## src/hdl/lagged_fibonacci_range_rng_defines.svh

```systemverilog
// Assertion macros shared by the lagged Fibonacci range generator.
// Expects signals named clk and rst in the scope of each use.
`ifndef LAGGED_FIBONACCI_RANGE_RNG_DEFINES_SVH
`define LAGGED_FIBONACCI_RANGE_RNG_DEFINES_SVH

// Same-cycle implication, checked outside reset
`define LFR_ASSERT_NOW(label, ante, cons, msg) \
  label: assert property (@(posedge clk) disable iff (rst) (ante) |-> (cons)) \
    else $error(msg);

// Next-cycle implication, checked outside reset
`define LFR_ASSERT_NEXT(label, ante, cons, msg) \
  label: assert property (@(posedge clk) disable iff (rst) (ante) |=> (cons)) \
    else $error(msg);

`endif

```

## src/hdl/lfr_pkg.sv

```systemverilog
// Shared types, constants and helpers for the lagged Fibonacci range generator.
// No dependencies.
package lfr_pkg;

  localparam int TableLen      = 55;
  localparam int ShortLagStart = 31;
  localparam int LongLag       = 24;
  localparam int WordW         = 30;
  localparam int AddrW         = 6;
  localparam int OutW          = 24;
  localparam int DropBits      = WordW - OutW;

  typedef logic [WordW-1:0] word_t;
  typedef logic [AddrW-1:0] addr_t;
  typedef logic [OutW-1:0]  out_t;

  // Write port of the lag table
  typedef struct packed {
    logic  en;
    addr_t addr;
    word_t data;
  } tbl_wr_t;

  // Advance a table index, wrapping from the last entry to the first
  function automatic addr_t ptr_inc(input addr_t p);
    addr_t r;
    if (p == addr_t'(TableLen - 1)) r = '0;
    else                            r = p + addr_t'(1);
    return r;
  endfunction

  // Smear the highest set bit downwards: mask of the next power of two
  function automatic out_t bit_smear(input out_t v);
    out_t r;
    r = v;
    for (int s = 1; s < OutW; s = s * 2) begin
      r = r | (r >> s);
    end
    return r;
  endfunction

endpackage

```

## src/hdl/lagged_fibonacci_range_rng.sv

```systemverilog
// Lagged Fibonacci (55/24) range generator: top level with control sequencer.
// Depends on lfr_pkg, lfr_table and lagged_fibonacci_range_rng_defines.svh.
//
// A word is taken when start is high and busy is low. A reseed word (mode 1)
// rewrites the whole table, one entry a cycle, and keeps busy high until all
// 55 entries are written; it gives no result. A draw word (mode 0) first
// works out the span in the setup state; an empty or single span then returns
// range_from at once. Otherwise each generator step is the table's registered
// read (READ state) followed by the add and write-back (CALC state), and steps
// repeat until one lands inside the span: under two steps on average. The
// result strobe rises with the kept step's write-back, and busy falls with it,
// so the next word can be taken at the edge that ends the strobe. The result
// is marked by valid for exactly one cycle and cannot be held off.
// After reset the block fills the table with seed zero and is busy meanwhile.
module lagged_fibonacci_range_rng (
  input  logic                clk,
  input  logic                rst,
  input  logic                start,
  output logic                busy,
  input  logic                mode,
  input  logic [29:0]         seed,
  input  logic signed [23:0]  range_from,
  input  logic signed [23:0]  range_to,
  output logic                valid,
  output logic signed [23:0]  value
);
  import lfr_pkg::*;

  `include "lagged_fibonacci_range_rng_defines.svh"

  localparam logic [2:0] S_IDLE  = 3'd0;
  localparam logic [2:0] S_FILL  = 3'd1;
  localparam logic [2:0] S_SETUP = 3'd2;
  localparam logic [2:0] S_READ  = 3'd3;
  localparam logic [2:0] S_CALC  = 3'd4;

  logic [2:0] state;
  addr_t      wp;
  addr_t      lp;
  addr_t      idx;
  word_t      seed_q;
  word_t      prev1;
  word_t      prev2;
  out_t       from_q;
  out_t       to_q;
  out_t       span_m1;
  out_t       mask;

  tbl_wr_t    wr;
  word_t      rd_a;
  word_t      rd_b;
  word_t      fill_data;
  word_t      sum;
  out_t       number;
  logic       hit;
  logic [OutW:0] diff;
  logic       accept;

  assign busy   = (state != S_IDLE);
  assign accept = start && !busy;

  lfr_table u_table (
    .clk       (clk),
    .wr        (wr),
    .rd_addr_a (wp),
    .rd_addr_b (lp),
    .rd_data_a (rd_a),
    .rd_data_b (rd_b)
  );

  // Fibonacci fill word for the current index
  always_comb begin
    if (idx == addr_t'(0))      fill_data = seed_q;
    else if (idx == addr_t'(1)) fill_data = word_t'(1);
    else                        fill_data = prev1 + prev2;
  end

  // Generator step: lagged sum, masked draw and range check
  assign sum    = rd_a + rd_b;
  assign number = sum[WordW-1:DropBits] & mask;
  assign hit    = (number <= span_m1);
  assign diff   = {to_q[OutW-1], to_q} - {from_q[OutW-1], from_q};

  // Table write port: fill sweep or step write-back
  always_comb begin
    wr = '0;
    if (state == S_FILL) begin
      wr.en   = 1'b1;
      wr.addr = idx;
      wr.data = fill_data;
    end else if (state == S_CALC) begin
      wr.en   = 1'b1;
      wr.addr = wp;
      wr.data = sum;
    end
  end

  // Sequencer
  always_ff @(posedge clk) begin
    if (rst) begin
      state  <= S_FILL;
      idx    <= '0;
      seed_q <= '0;
      wp     <= '0;
      lp     <= addr_t'(ShortLagStart);
      valid  <= 1'b0;
    end else begin
      valid <= 1'b0;
      case (state)
        S_IDLE: begin
          if (accept) begin
            if (mode) begin
              seed_q <= seed;
              idx    <= '0;
              wp     <= '0;
              lp     <= addr_t'(ShortLagStart);
              state  <= S_FILL;
            end else begin
              from_q <= range_from;
              to_q   <= range_to;
              state  <= S_SETUP;
            end
          end
        end
        S_FILL: begin
          prev2 <= prev1;
          prev1 <= fill_data;
          if (idx == addr_t'(TableLen - 1)) begin
            state <= S_IDLE;
          end else begin
            idx <= idx + addr_t'(1);
          end
        end
        S_SETUP: begin
          // empty or single span: answer with the lower end, no step
          if (diff[OutW] || (diff == '0)) begin
            value <= from_q;
            valid <= 1'b1;
            state <= S_IDLE;
          end else begin
            span_m1 <= diff[OutW-1:0];
            mask    <= bit_smear(diff[OutW-1:0]);
            state   <= S_READ;
          end
        end
        S_READ: begin
          state <= S_CALC;
        end
        S_CALC: begin
          wp <= ptr_inc(wp);
          lp <= ptr_inc(lp);
          if (hit) begin
            value <= from_q + number;
            valid <= 1'b1;
            state <= S_IDLE;
          end else begin
            state <= S_READ;
          end
        end
        default: begin
          state <= S_IDLE;
        end
      endcase
    end
  end

  // Pointers keep their fixed distance of 31 entries
  `LFR_ASSERT_NOW(a_ptr_gap, 1'b1, (wp < addr_t'(LongLag)) ? (lp == wp + addr_t'(ShortLagStart)) : (lp == wp - addr_t'(LongLag)), "lag pointers out of step")
  // A result strobe lasts one cycle
  `LFR_ASSERT_NEXT(a_valid_pulse, valid, !valid, "result strobe longer than one cycle")
  // Every accepted word occupies the block
  `LFR_ASSERT_NEXT(a_accept_busy, accept, busy, "block not busy after taking a word")
  // A kept draw lies inside the span
  `LFR_ASSERT_NOW(a_draw_in_span, (state == S_CALC) && hit, number <= span_m1 && number <= mask, "draw outside span")

endmodule

```

## src/hdl/lfr_table.sv

```systemverilog
// Lag table: 55 words of 30 bits, one write port and two registered read ports.
// Depends on lfr_pkg.
module lfr_table (
  input  logic            clk,
  input  lfr_pkg::tbl_wr_t wr,
  input  lfr_pkg::addr_t  rd_addr_a,
  input  lfr_pkg::addr_t  rd_addr_b,
  output lfr_pkg::word_t  rd_data_a,
  output lfr_pkg::word_t  rd_data_b
);
  import lfr_pkg::*;

  word_t mem [TableLen];

  // Write one word
  always_ff @(posedge clk) begin
    if (wr.en) begin
      mem[wr.addr] <= wr.data;
    end
  end

  // Read two words, registered
  always_ff @(posedge clk) begin
    rd_data_a <= mem[rd_addr_a];
    rd_data_b <= mem[rd_addr_b];
  end

endmodule
```

## config.mk

```make
export PLATFORM = sky130hd
export DESIGN_NAME = lagged_fibonacci_range_rng
export DESIGN_NICKNAME = d
export VERILOG_FILES = /design/src/hdl/lfr_pkg.sv /design/src/hdl/lagged_fibonacci_range_rng.sv /design/src/hdl/lfr_table.sv
export VERILOG_INCLUDE_DIRS = /design/src /design/src/hdl
export SDC_FILE = /design/constraint.sdc
export NUM_CORES = 2
export LEC_CHECK = 0
export BUFFER_PORTS_ARGS = -buffer_cell sky130_fd_sc_hd__buf_4
export CORE_ASPECT_RATIO = 0.8
export CORE_MARGIN = 5
export CORE_UTILIZATION = 50
export DETAILED_ROUTE_END_ITERATION = 8
export PLACE_DENSITY = 0.71
export SLEW_MARGIN = 20
export SYNTH_ARGS = -nofsm -noshare
export SYNTH_HDL_FRONTEND = slang
export SYNTH_SLANG_ARGS = --single-unit
```

## constraint.sdc

```tcl
create_clock -name clk -period 8.15 [get_ports clk]
set_input_delay 0.815 -clock clk [delete_from_list [all_inputs] [get_ports clk]]
set_output_delay 0.815 -clock clk [all_outputs]
set_load 0.05 [all_outputs]
```

After elaboration in Yosys (flattened, before gate mapping). Memory sizes are Yosys's and may differ from the RTL's. A register that Yosys moved wholly into a read port is not among the register bits. Index checks and enable logic that the tools add are counted.

Bits in writable memories: 1650. Logic and storage cells: 91. Memories: 1. Flip-flop bits (word level): 232. Output and inout bits: 26. Memory bits (read-only): 0. Latch bits: 0.

Reductions and logical operators: 18. Multipliers: 0. $add $sub $neg: 7. Shift operators: 0. Muxes and demuxes: 28. Equal/unequal tests: 14. $lt $le $gt $ge: 1. Div/mod/pow operators: 0. Bitwise logic cells: 9.

Memory list: u_table.mem (words 55, bits a word 30, rd ports 2, clocked after Yosys merged registers in 2, wr ports 1, RTL line lfr_table.sv:13) `word_t mem [TableLen];`.

Operator list (count): $mux W37 (2); $add A30 B30 Y30 (2); $mux W30 (2); $mux W24 (2); $pmux W24 S2 (1); $mux W6 (7); $pmux W6 S2 (3); $logic_not A25 Y1 (1); $sub A24 B24 Y25 (1); $add A24 B24 Y24 (1); $and A24 B24 Y24 (1); $le A24 B24 Y1 (1); $or A24 B16 Y24 (1); $or A24 B20 Y24 (1); $or A24 B22 Y24 (1); $or A24 B23 Y24 (1); $or A24 B8 Y24 (1); $add A6 B1 Y6 const B (3); $eq A6 B6 Y1 const B (3); $pmux W3 S5 (1); $reduce_and A4 Y1 (3); $ne A2 B2 Y1 const B (5); $reduce_and A3 Y1 (3); $eq A3 B2 Y1 const B (2); other kinds (17) (28).

Longest topological paths before layout.
Depth in word-level cells: 6. Depth in mapped cells: 24. Mapped depth without buffers: 24.

Hierarchy. From an unflattened synthesis, not the netlist that was laid out.

Cell total of the unflattened synthesis: 5392. Area total of the unflattened synthesis: 92394.9 µm².

By module, submodules not included: lfr_table (seq. area each 50748.7 µm², times used 1, area each 77778.3 µm², cells each 3900); lagged_fibonacci_range_rng (seq. area each 6416.2 µm², times used 1, area each 14616.5 µm², cells each 1492).

Least setup slack after synthesis. No wires, ideal clock.

Path kind: flip-flop to flip-flop. Start: reg u_table.rd_data_a[0] (read register of u_table.mem). End: reg value[0], enable pin. Setup time: 475 ps. Cell stages (with the launch flop): 22. Data arrival time: 6869 ps. Path slack: 806 ps. Cells stage by stage: dfxtp_1 > ha_1 > fa_1 > a211oi_1 > o211ai_1 > and3_1 > o31ai_1 > a21oi_1 > o21ai_0 > nand2b_1 > a21oi_1 > o21ai_0 > xor2_1 > and2_1 > ha_1 > and3_1 > nand2_1 > nor2_1 > a2111oi_0 > o31ai_1 > a32oi_1 > nor4b_1.

Word-level cells in the longest chain between the ends: 5.

RTL lines: start, declared (RTL line lfr_table.sv:8) `output lfr_pkg::word_t rd_data_a,`; $add A30 B30 Y30 (RTL line lagged_fibonacci_range_rng.sv:79) `assign sum = rd_a + rd_b;`; $and A24 B24 Y24 (RTL line lagged_fibonacci_range_rng.sv:80) `assign number = sum[WordW-1:DropBits] & mask;`; $le A24 B24 Y1 (RTL line lagged_fibonacci_range_rng.sv:81) `assign hit = (number <= span_m1);`; $ne A2 B2 Y1 (no source line); $reduce_and A4 Y1 (no source line); end signal, assigned (RTL line lagged_fibonacci_range_rng.sv:137) `value <= from_q;`; end signal, assigned (RTL line lagged_fibonacci_range_rng.sv:153) `value <= from_q + number;`; end, declared (RTL line lagged_fibonacci_range_rng.sv:25) `output logic signed [23:0] value`.

No other way between the ends. A chain may end at the register's enable or synchronous reset.

Worst setup path after layout.
Start: reg u_table.rd_data_a[0] (read register of u_table.mem). End: reg value[2], enable pin.

Same word-level chain as after synthesis.

==> flow_metrics.tcl <==
set metrics [dict create \
    status "finished clean" \
    ys_seq_area_share_pct 62.5 \
    p_leak_nw 33.1 \
    grt.overflow.total 0 \
    route.met3.wl_mm 39.8 \
    drc 0 \
    ys_types 80 \
    crit_required_ns 8.64 \
    fill_cells 13500 \
    fmax_mhz 158 \
    drive_above_1_share_pct 33.3 \
    grt_pass1_wl_mm 383 \
    hold_path_depth 1 \
    io_buffers 107 \
    via_count 52800 \
    viasPerCell 7.01 \
    setup_viol 0 \
    htree_levels 4 \
    die_y_um 392 \
    drt_iter0_drc 8360 \
    yosys.area.top_type "edfxtp_1" \
    hold_violations 0 \
    mappedNetlistArea_mm2 0.0914 \
    cts_hold_buffers 0 \
    synthToLayoutAreaGrowth_pct 11.3 \
    fin_area_mm2 0.102 \
    gp_congestion 0.884 \
    grt.total_usage_pct 28.3 \
    worstSetupPathType "reg -> reg" \
    cpPeakStageDelay_ns 0.52 \
    worstPathArrival_ns 6.82 \
    routedLengthMet1_mm 102 \
    crit_slowest_cell "o31ai_1" \
    r2r_cells 22 \
    io_pins 108 \
    synth_fp_nets 5038 \
    grt_max_degree 115 \
    setup_tns_ns 0 \
    period_minus_slack_ns 6.33 \
    avgSynthCellArea_um2 19.0 \
    postSynth.asyncResetShare_pct 0 \
    cts_tree "done" \
    clockRootBuffer "clkbuf_16" \
    end_kind "flip-flop" \
    top_layer_used "met5" \
    synth_ff_type "edfxtp_1" \
    ant_nets 0 \
    ff2ff_setup_slack_ns 1.82 \
    finalMaxSlewViolations 0 \
    power.density_mw_per_mm2 303 \
    slew_headroom_pct 19.4 \
    holdCritStartpoint "range_from[7]" \
    antenna_found_initial 24 \
    cts_resized 0 \
    cts.path.max_buffers 3 \
    cts_buffers 183 \
    regToRegEndpoint "value[2]" \
    syn_inst 4822 \
    finClkSkew_ns 0.0308 \
    regArea_mm2 0.0572 \
    wl_met2_mm 118 \
    regToRegStartpoint "u_table.rd_data_a[0]" \
    num-nets-final 5170 \
    dr.pass1.iters 6 \
    max_cap_viol_count 0 \
    finalCritPeriodShare_pct 77.7 \
    dieArea_mm2 0.192 \
    multi_input_area_mm2 0.0333 \
    rows 140 \
    worstHoldEndpoint "from_q[7]" \
    cp_cell_sequence "ha_1, fa_1, a211oi_1, o211ai_1, and3_1, o31ai_1, a21oi_1, o21ai_0, nand2b_1, a21oi_1, o21ai_0, xor2_1, and2_1, ha_1, and3_1, nand2_1, nor2_1, a2111oi_0, o31ai_1, a32oi_1, nor4b_2, buf_4" \
    netlist_top_cells_area "edfxtp_1 (60%), mux4_2 (25%), dfxtp_1 (2.5%)" \
    clkLatencyLatePin_ns 0.83 \
    synth.top_cell.area_share_pct 60.1 \
    tightest_slew_ns 1.21 \
    cp.depth 22 \
    core_area_mm2 0.182 \
    critPathLaunchType "flip-flop" \
    grt_pass1_vias 51300 \
    worst-path-max-fanout 24 \
    post-cts-setup-buffers 0 \
    dpl.hpwl_mm 154 \
    holdCritPathClass "in -> reg" \
    wirelength_mm 271 \
    routedWlPerCell_um 36.0 \
    synth_edf_count 1829 \
    dieWidth_um 488 \
    cts_sinks 1941 \
    crit_family "compound AO/OA/AOI/OAI gates" \
    start_util_pct 50.2 \
    place_area_mm2 0.0959 \
    fin_util_pct 55.9 \
    rsz0062_at_grt "false" \
    crit_buf_inv 1 \
    ir_worst_vdd_uv 377 \
    yosys_warnings 0 \
    path_clk_slew_ns 0.06 \
    yosys_register_bits 1941 \
]
-- synthesized netlist by cell type (6+ instances only) --
master    number
o31ai_1       10
dfxtp_1      112
o21a_1        12
o21ai_1        9
clkbuf_1     220
nor2b_1       15
a21oi_1      125
o21ai_0      159
a22o_1        32
inv_1         97
a211oi_1      13
nand4_1       19
a21o_1        44
mux2i_1       68
or2_2          6
a31oi_1        6
nor4_1         6
edfxtp_1    1829
nor3_1        22
nand2_1      254
xnor2_1       66
ha_1         130
and2_1        27
mux4_2      1016
mux2_2        56
a22oi_1       12
nor2_1       139
buf_1         83
nand2b_1      20
and3_1        15
o211ai_1      13
xor2_1        33
nand3_1       35
a221o_1       10
o21bai_1      16
or3_1         14
-- metrics by stage --
| stage | cells | total power [mW] | hold WS (ns) | setup slack [ns] |
|---|---|---|---|---|
| after floorplan | 4822 | 19.3 | 0.433 | 0.806 |
| after global placement | 7178 | 22.1 | 0.439 | 2.02 |
| after detailed placement | 7182 | 22.3 | 0.445 | 1.99 |
| after CTS | 7515 | 30.7 | 0.110 | 1.92 |
| after global routing | 7519 | 31.8 | 0.139 | 1.44 |
| final | 7526 | 30.8 | 0.164 | 1.82 |
-- logic make-up after synthesis --
kind of cell	count (synthesis)	share of synthesized area, %
muxes	1140	26.5
and+or+nand+nor	595	2.99
adders and majority gates	138	1.91
xor gates and xnor gates	99	0.948
AOI/OAI and AO/OA	507	3.52
DFF	1941	62.5
buffers and inverters	402	1.66
-- cell usage in the layout (no fill, tap or decap), types with 11 or more instances in the layout --
master,synthesis,routed
a211oi_1,13,13
clkinv_2,0,43
edfxtp_1,1829,1829
a21o_1,44,43
and2_1,27,27
clkinv_1,0,20
o21ai_0,159,152
nand2b_1,20,20
buf_12,0,13
nor3_1,22,21
ha_1,130,130
a21oi_1,125,125
o211ai_1,13,13
o21bai_1,16,16
nor2b_1,15,15
mux2i_1,68,68
nor2_1,139,81
or3_1,14,14
clkbuf_16,0,189
nand2_1,254,253
o21a_1,12,12
clkbuf_8,0,14
o21ai_1,9,11
xor2_1,33,33
nand4_1,19,19
clkbuf_1,220,42
dfxtp_1,112,100
a22oi_1,12,12
inv_1,97,97
and3_1,15,15
buf_4,0,238
a22o_1,32,30
mux2_2,56,56
nand3_1,35,35
xnor2_1,66,66
mux4_2,1016,1016
nor2_4,0,57
-- area by class of cell --
type / count / area share (%)
Sequential cell: 1941 / 56.2
Multi-Input combinational cell: 2479 / 32.7
Clock buffer: 246 / 5.00
Tap cell: 2414 / 2.97
Timing Repair Buffer: 251 / 2.01
Clock inverter: 87 / 0.722
Inverter: 98 / 0.361
Antenna cell: 10 / 0.0246
-- worst reg2reg max path, delay by kind of cell (launching register included) --
family / cells / cell delay, ns
AO/OA/AOI/OAI: 10 / 3.08
AND/OR/NAND/NOR: 7 / 1.09
adder cells (fa/ha/maj): 3 / 0.95
buffers and inverters: 1 / 0.36
flip-flops: 1 / 0.30
XOR/XNOR: 1 / 0.17
-- routing by layer --
| metal | vias to the layer above | GRT usage, % |
|---|---|---|
| li1 | 20600 | - |
| met1 | 27600 | 41.1 |
| met2 | 3887 | 40.8 |
| met3 | 587 | 8.90 |
| met4 | 14 | 10.1 |
| met5 | - | 0 |
-- flip-flops by register name, summed over array words and instances (netlist names), 23 cells and up --
signal and flops:
span_m1 24, seed_q 30, mask 23, to_q 24, prev1 30, value 24, prev2 30, u_table.rd_data_a 30
from_q 24, u_table.mem 1650, u_table.rd_data_b 30
-- power breakdown --
part / switching [mW] / internal [mW] / leakage [nW]
sequential: 0.301 / 14.3 / 17.8
clock: 3.78 / 4.69 / 2.88
combinational: 5.57 / 2.22 / 12.5
-- worst max-delay path by stage --
stage	from	endpoint	slack, ns
floorplan	u_table.rd_data_a[0]	value[0]	0.81
global placement	u_table.rd_data_a[0]	value[23]	2.02
detailed placement	u_table.rd_data_a[0]	value[23]	1.99
CTS	u_table.rd_data_a[0]	value[0]	1.92
global route	u_table.rd_data_a[0]	value[23]	1.44
finish	u_table.rd_data_a[0]	value[2]	1.82
Power figures use the tool's default switching activity.
